**config.mk**
```make
export PLATFORM = sky130hd
export DESIGN_NAME = sme_ctrl
export DESIGN_NICKNAME = d
export VERILOG_FILES = /design/src/hw/rtl/sme_pkg.sv /design/src/hw/rtl/sme_ctrl.sv
export SDC_FILE = /design/constraint.sdc
export NUM_CORES = 1
export LEC_CHECK = 0
export ABC_AREA = 1
export ABC_CLOCK_PERIOD_IN_PS = 900
export BUFFER_PORTS_ARGS = -buffer_cell sky130_fd_sc_hd__buf_4
export CAP_MARGIN = 20
export CORE_AREA = 2 2 39 41
export CTS_CLUSTER_DIAMETER = 80
export DETAILED_ROUTE_END_ITERATION = 16
export DIE_AREA = 0 0 41 43
export SLEW_MARGIN = 15
export SYNTH_ARGS = -nofsm -noshare
export SYNTH_HDL_FRONTEND = slang
export SYNTH_SLANG_ARGS = --single-unit
```
**constraint.sdc**
```tcl
create_clock -name aclk -period 0.9 [get_ports aclk]
set_clock_uncertainty 0.1 [all_clocks]
set_input_delay 0.09 -clock aclk [delete_from_list [all_inputs] [get_ports aclk]]
set_output_delay 0.09 -clock aclk [all_outputs]
set_load 0.005 [all_outputs]
```
**src/hw/rtl/sme_pkg.sv**
```systemverilog
// ----------------------------------------------------------------------------
// sme_pkg
// Opcodes, status codes and the command/status bundles shared by the
// stack machine controller and datapath.
// ----------------------------------------------------------------------------
`default_nettype none

package sme_pkg;

    localparam int KIND_W   = 5;
    localparam int WORD_W   = 32;
    localparam int ICHAR_W  = 9;
    localparam int OCHAR_W  = 8;
    localparam int STATUS_W = 3;

    // Opcodes
    localparam logic [KIND_W-1:0] OP_PUSH     = 5'd0;
    localparam logic [KIND_W-1:0] OP_POP      = 5'd1;
    localparam logic [KIND_W-1:0] OP_DUP      = 5'd2;
    localparam logic [KIND_W-1:0] OP_STORE    = 5'd3;
    localparam logic [KIND_W-1:0] OP_RETRIEVE = 5'd4;
    localparam logic [KIND_W-1:0] OP_ADD      = 5'd5;
    localparam logic [KIND_W-1:0] OP_SUB      = 5'd6;
    localparam logic [KIND_W-1:0] OP_MUL      = 5'd7;
    localparam logic [KIND_W-1:0] OP_DIV      = 5'd8;
    localparam logic [KIND_W-1:0] OP_MOD      = 5'd9;
    localparam logic [KIND_W-1:0] OP_JMP      = 5'd10;
    localparam logic [KIND_W-1:0] OP_JZ       = 5'd11;
    localparam logic [KIND_W-1:0] OP_JN       = 5'd12;
    localparam logic [KIND_W-1:0] OP_OUTCHAR  = 5'd13;
    localparam logic [KIND_W-1:0] OP_READCHAR = 5'd14;
    localparam logic [KIND_W-1:0] OP_HALT     = 5'd15;
    localparam logic [KIND_W-1:0] OP_EXIT     = 5'd16;
    localparam logic [KIND_W-1:0] OP_DISCARD  = 5'd17;

    // Status codes
    localparam logic [STATUS_W-1:0] ST_OK    = 3'd0;
    localparam logic [STATUS_W-1:0] ST_UNDER = 3'd1;
    localparam logic [STATUS_W-1:0] ST_OVER  = 3'd2;
    localparam logic [STATUS_W-1:0] ST_DIVZ  = 3'd3;
    localparam logic [STATUS_W-1:0] ST_ADDR  = 3'd4;

    // Controller to datapath
    typedef struct packed {
        logic latch;     // capture item, read top two stack words
        logic exec;      // evaluate item, commit unless it must wait
        logic heap_fin;  // write retrieved heap word to top of stack
        logic div_fin;   // write quotient or remainder to stack
    } dp_cmd_t;

    // Datapath to controller
    typedef struct packed {
        logic wait_heap; // retrieve needs a heap read
        logic wait_div;  // div or mod needs the divider
        logic div_done;  // divider result ready
    } dp_stat_t;

endpackage

`default_nettype wire

```
**src/hw/rtl/sme_ctrl.sv**
```systemverilog
// ----------------------------------------------------------------------------
// sme_ctrl
// Controller: sequences one instruction at a time through latch, execute
// and optional heap or divide wait, and owns the result valid flag.
// ----------------------------------------------------------------------------
`default_nettype none

module sme_ctrl (
    input  wire logic               aclk,
    input  wire logic               aresetn,
    input  wire logic               s_valid,
    output logic                    s_ready,
    output logic                    m_valid,
    input  wire logic               m_ready,
    output sme_pkg::dp_cmd_t        cmd,
    input  wire sme_pkg::dp_stat_t  stat
);

    typedef enum logic [1:0] {
        S_IDLE,
        S_EXEC,
        S_HEAP,
        S_DIV
    } state_t;

    state_t state_reg, state_next;
    logic   m_valid_reg, m_valid_next;

    // Commands and next state
    always_comb begin
        state_next   = state_reg;
        m_valid_next = m_valid_reg && !m_ready;
        cmd          = '0;
        s_ready      = 1'b0;
        case (state_reg)
            S_IDLE: begin
                s_ready   = !m_valid_reg || m_ready;
                cmd.latch = s_valid && s_ready;
                if (cmd.latch) state_next = S_EXEC;
            end
            S_EXEC: begin
                cmd.exec = 1'b1;
                if (stat.wait_heap) state_next = S_HEAP;
                else if (stat.wait_div) state_next = S_DIV;
                else begin
                    m_valid_next = 1'b1;
                    state_next   = S_IDLE;
                end
            end
            S_HEAP: begin
                cmd.heap_fin = 1'b1;
                m_valid_next = 1'b1;
                state_next   = S_IDLE;
            end
            S_DIV: begin
                if (stat.div_done) begin
                    cmd.div_fin  = 1'b1;
                    m_valid_next = 1'b1;
                    state_next   = S_IDLE;
                end
            end
            default: state_next = S_IDLE;
        endcase
    end

    // Hold state and result valid
    always_ff @(posedge aclk) begin
        if (!aresetn) begin
            state_reg   <= S_IDLE;
            m_valid_reg <= 1'b0;
        end else begin
            state_reg   <= state_next;
            m_valid_reg <= m_valid_next;
        end
    end

    assign m_valid = m_valid_reg;

endmodule

`default_nettype wire

```
* Word-level counts from Yosys, hierarchy flattened *
Cells that the tools add are included.

operators by class
  eq/ne operators = 5
  muxes and demuxes = 15
  reduce and logical (&&, ||, !) cells = 7

operator list
  operator                                             count
  2-to-1 mux 1 bit                                     9
  2-to-1 mux 2 bit                                     4
  case mux 2 bit (4 select lines)                      1
  equality test 2 bit, second input constant           2
  inequality test 2 bit, second input constant         2
  case mux 1 bit (3 select lines)                      1
  equality test 2 x 1 -> 1 bit, second input constant  1
  logical AND 1 bit                                    2
  zero test 1 bit                                      2
  zero test 2 bit                                      1
  AND reduction 2 bit                                  1
  logical OR 1 bit                                     1

word-level totals
  word-level logic and storage cells = 29
  output and inout bits = 6
  register bits after elaboration = 3

* Longest topological paths before layout *
  depth after elaboration = 5
  depth in mapped cells = 6
  mapped depth without buffers = 6

* Worst setup path before layout *
No wires, ideal clock.

  path type = reg-to-reg
  start point = reg state_reg[1]
  end point = reg state_reg[0]
  arrival time = 704 ps
  library setup time = 109 ps
  setup slack = -12 ps
  stages on the path, launching flop included = 6
  path through = dfxtp_1 nor2_1 nand3_2 nand3_1 nand2_1 inv_1

between the ends
  word-level cells in the longest chain between the ends = 3

RTL lines
  item                                                           line            RTL
  start, declared                                                sme_ctrl.sv:26  state_t state_reg, state_next;
  start signal, assigned                                         sme_ctrl.sv:72  state_reg <= state_next;
  equality test 2 bit / zero test 2 bit (equally long branches)  sme_ctrl.sv:35  case (state_reg)
  inequality test 2 bit (no line)                                --
  AND reduction 2 bit (no line)                                  --

Parallel ways exist; a longest one is shown, timed or not.
A chain may end at the register's enable or synchronous reset.

==> results.sh <==
export IMPL_core_um2=1380
export IMPL_ys_seq_elements=3
export IMPL_internal_power_mw=0.394
export IMPL_vdd_ir_drop_max_v=0.000309
export IMPL_wl_per_cell_um=7.19
export IMPL_antenna_left=0
export IMPL_cts_tree="yes"
export IMPL_setup_tns_ns=-1.13
export IMPL_largest_reg_flops=2
export IMPL_antennaDiodeCount=0
export IMPL_hold_path_class="in2reg"
export IMPL_path_cells="inv_2, nor3_2, buf_4"
export IMPL_cts_root_buf="clkbuf_4"
export IMPL_area_growth_pct=92.3
export IMPL_path_class="reg2out"
export IMPL_grt_max_degree=7
export IMPL_start_util_pct=15.2
export IMPL_period_share_pct=125
export IMPL_finalNonFillerCells=67
export IMPL_power_switching_mw=0.142
export IMPL_clockBufferDepth=2
export IMPL_yosysUniqueCellTypes=13
export IMPL_cp_end_kind="output port"
export IMPL_cp_start_kind="flop"
export IMPL_place_congestion=0.657
export IMPL_drive_above_1_share_pct=64.7
export IMPL_violations="setup timing"
export IMPL_syn_area_per_cell_um2=6.37
export IMPL_finalSetupViolCount=7
export IMPL_grt_pass1_vias=206
export IMPL_layout_min_cycle_time_ns=1.12
export IMPL_finalPower_mw=0.536
export IMPL_ys_seq_area_share_pct=28.6
export IMPL_finalMaxSlewViolations=0
export IMPL_clkPwrFrac_pct=43.5
export IMPL_crit_fanout=3
export IMPL_port_buffers=12
export IMPL_worstPathArrival_ns=0.93
export IMPL_dp_hpwl_um=384
export IMPL_ys_top_cells_by_area="dfxtp_1 29%, inv_1 14%, nand2_1 11%"
export IMPL_power_leakage_nw=0.215
export IMPL_postSynthCellCount=33
export IMPL_seqPwrFrac_pct=28.9
export IMPL_fmax_mhz=889
export IMPL_vias_per_cell=3.75
export IMPL_yosys_warnings=0
export IMPL_overflow=0
export IMPL_nNetsFinal=59
export IMPL_crit_path_top_delay_cell="dfxtp_4"
export IMPL_dpl_cell_count=61
export IMPL_final_util_pct=29.2
export IMPL_dieArea_um2=1760
export IMPL_vias=251
export IMPL_drt_first_pass_iters=2
export IMPL_grt_pass1_wl_um=738
export IMPL_p_per_area_nw_per_um2=1330
export IMPL_yosysTopAreaCell="dfxtp_1"
export IMPL_maxSlewHeadroom_pct=91.3
export IMPL_clk_pin_slew_ns=0.04
export IMPL_antenna_found_initial=0
export IMPL_final_setup_worst_slack_ns=-0.224
export IMPL_synth_nets=40
export IMPL_status="finished with violations"
export IMPL_drcViolationCount=0
export IMPL_cpPeakStageDelay_ns=0.36
export IMPL_dieHeight_um=43
export IMPL_critPathRequiredTime_ns=0.71
export IMPL_swShare_pct=26.5
export IMPL_drv_cap=0
export IMPL_synth_area_um2=210
export IMPL_routed_wirelength_um=482
export IMPL_grt_use_total_pct=6.92
export IMPL_die_x_um=41
export IMPL_finalHoldViolations=0
export IMPL_synth_top_area_share_pct=28.6
export IMPL_drt_iter0_drc=4
export IMPL_cts_buffers=3
export IMPL_ios=13
export IMPL_clock_sinks=3
export IMPL_htreeDepth=1
export IMPL_combinationalPowerShare_pct=27.5
export IMPL_insertion_delay_ns=0.23
export IMPL_tightestPinTransition_ns=0.130
export IMPL_rows=14
export IMPL_crit_buf_inv=2
export IMPL_rsz0062_at_grt="true"
export IMPL_crit_family="flip-flops"
-- repair_timing --
item | CTS | global route
setup endpoints to repair | 8 | 9
gates resized for setup | 7 | 6
hold endpoints to repair | 1 | 0
buffers inserted | 0 | 1
hold buffers | 1 | 0
pin swaps | 2 | 1
-- per-layer routing --
layer | GRT usage [%] | up-vias | routed length (µm)
li1 | - | 134 | -
met1 | 6.41 | 105 | 184
met2 | 8.75 | 10 | 229
met3 | 4.71 | 2 | 53
met4 | 8.00 | 0 | 14
met5 | 0 | - | 0
-- cell usage after synthesis --
library cell,n
nor3_1,1
and2_1,1
nand2_1,6
or2_1,1
nor2_1,2
nand3_2,2
nor2_2,3
nor2_4,1
inv_1,8
inv_2,2
dfxtp_1,3
nand3_1,2
a21oi_1,1
-- path summary, 6_finish.rpt --
| kind | slack [ns] | start | end | depth (start not counted) |
|---|---|---|---|---|
| worst max-delay path | -0.22 | state_reg[0] | cmd[0] | 3 |
| worst min-delay path | 0.09 | stat[0] | m_valid | 5 |
| worst max register to register | -0.07 | state_reg[0] | state_reg[0] | 6 |
| worst min register to register | 0.48 | state_reg[0] | state_reg[1] | 2 |
-- layout make-up --
type / count / area, µm²
Multi-Input combinational cell: 20 / 136
Fill cell: 160 / 980
Sequential cell: 3 / 68.8
Timing Repair Buffer: 14 / 115
Inverter: 10 / 37.5
Tap cell: 16 / 20.0
Clock buffer: 4 / 26.3
-- worst reg2reg max path: stages (launching register included) --
cell	delay [ns]
dfxtp_4	0.35
nor2_4	0.11
nand3_2	0.10
buf_6	0.13
nand3_2	0.05
nand2_1	0.05
inv_1	0.04
-- through the flow --
step	worst slack [ns]	hold WS, ns	instance area [µm²]
floorplan	0.0146	0.0876	211
global placement	-0.0437	0.189	322
detailed placement	-0.0388	0.189	322
CTS	-0.226	0.0708	379
global route	-0.264	0.103	404
finish	-0.224	0.0917	404
-- power by group through the flow --
| stage | Sequential (mW) | Clock [mW] | Combinational (mW) |
|---|---|---|---|
| floorplan | 0.154 | 0 | 0.0623 |
| global placement | 0.154 | 0 | 0.121 |
| detailed placement | 0.155 | 0 | 0.121 |
| CTS | 0.155 | 0.246 | 0.130 |
| global route | 0.157 | 0.259 | 0.166 |
| finish | 0.155 | 0.233 | 0.148 |
-- cells by family after synthesis --
| family | after synthesis | synth area share (%) |
|---|---|---|
| simple gates | 19 | 51.2 |
| buf+inv | 10 | 17.9 |
| flops | 3 | 28.6 |
| compound gates | 1 | 2.38 |
-- placed cells by master (no fill, tap or decap), types with 2 or more instances in the layout --
cell type  instances
nor2_2             3
buf_4             11
nand3_2            3
inv_2              3
nor2_4             2
nand2_1            5
inv_1              7
buf_6              2
clkbuf_4           3
dfxtp_4            2
No activity file was read; power rests on OpenSTA's default activity.
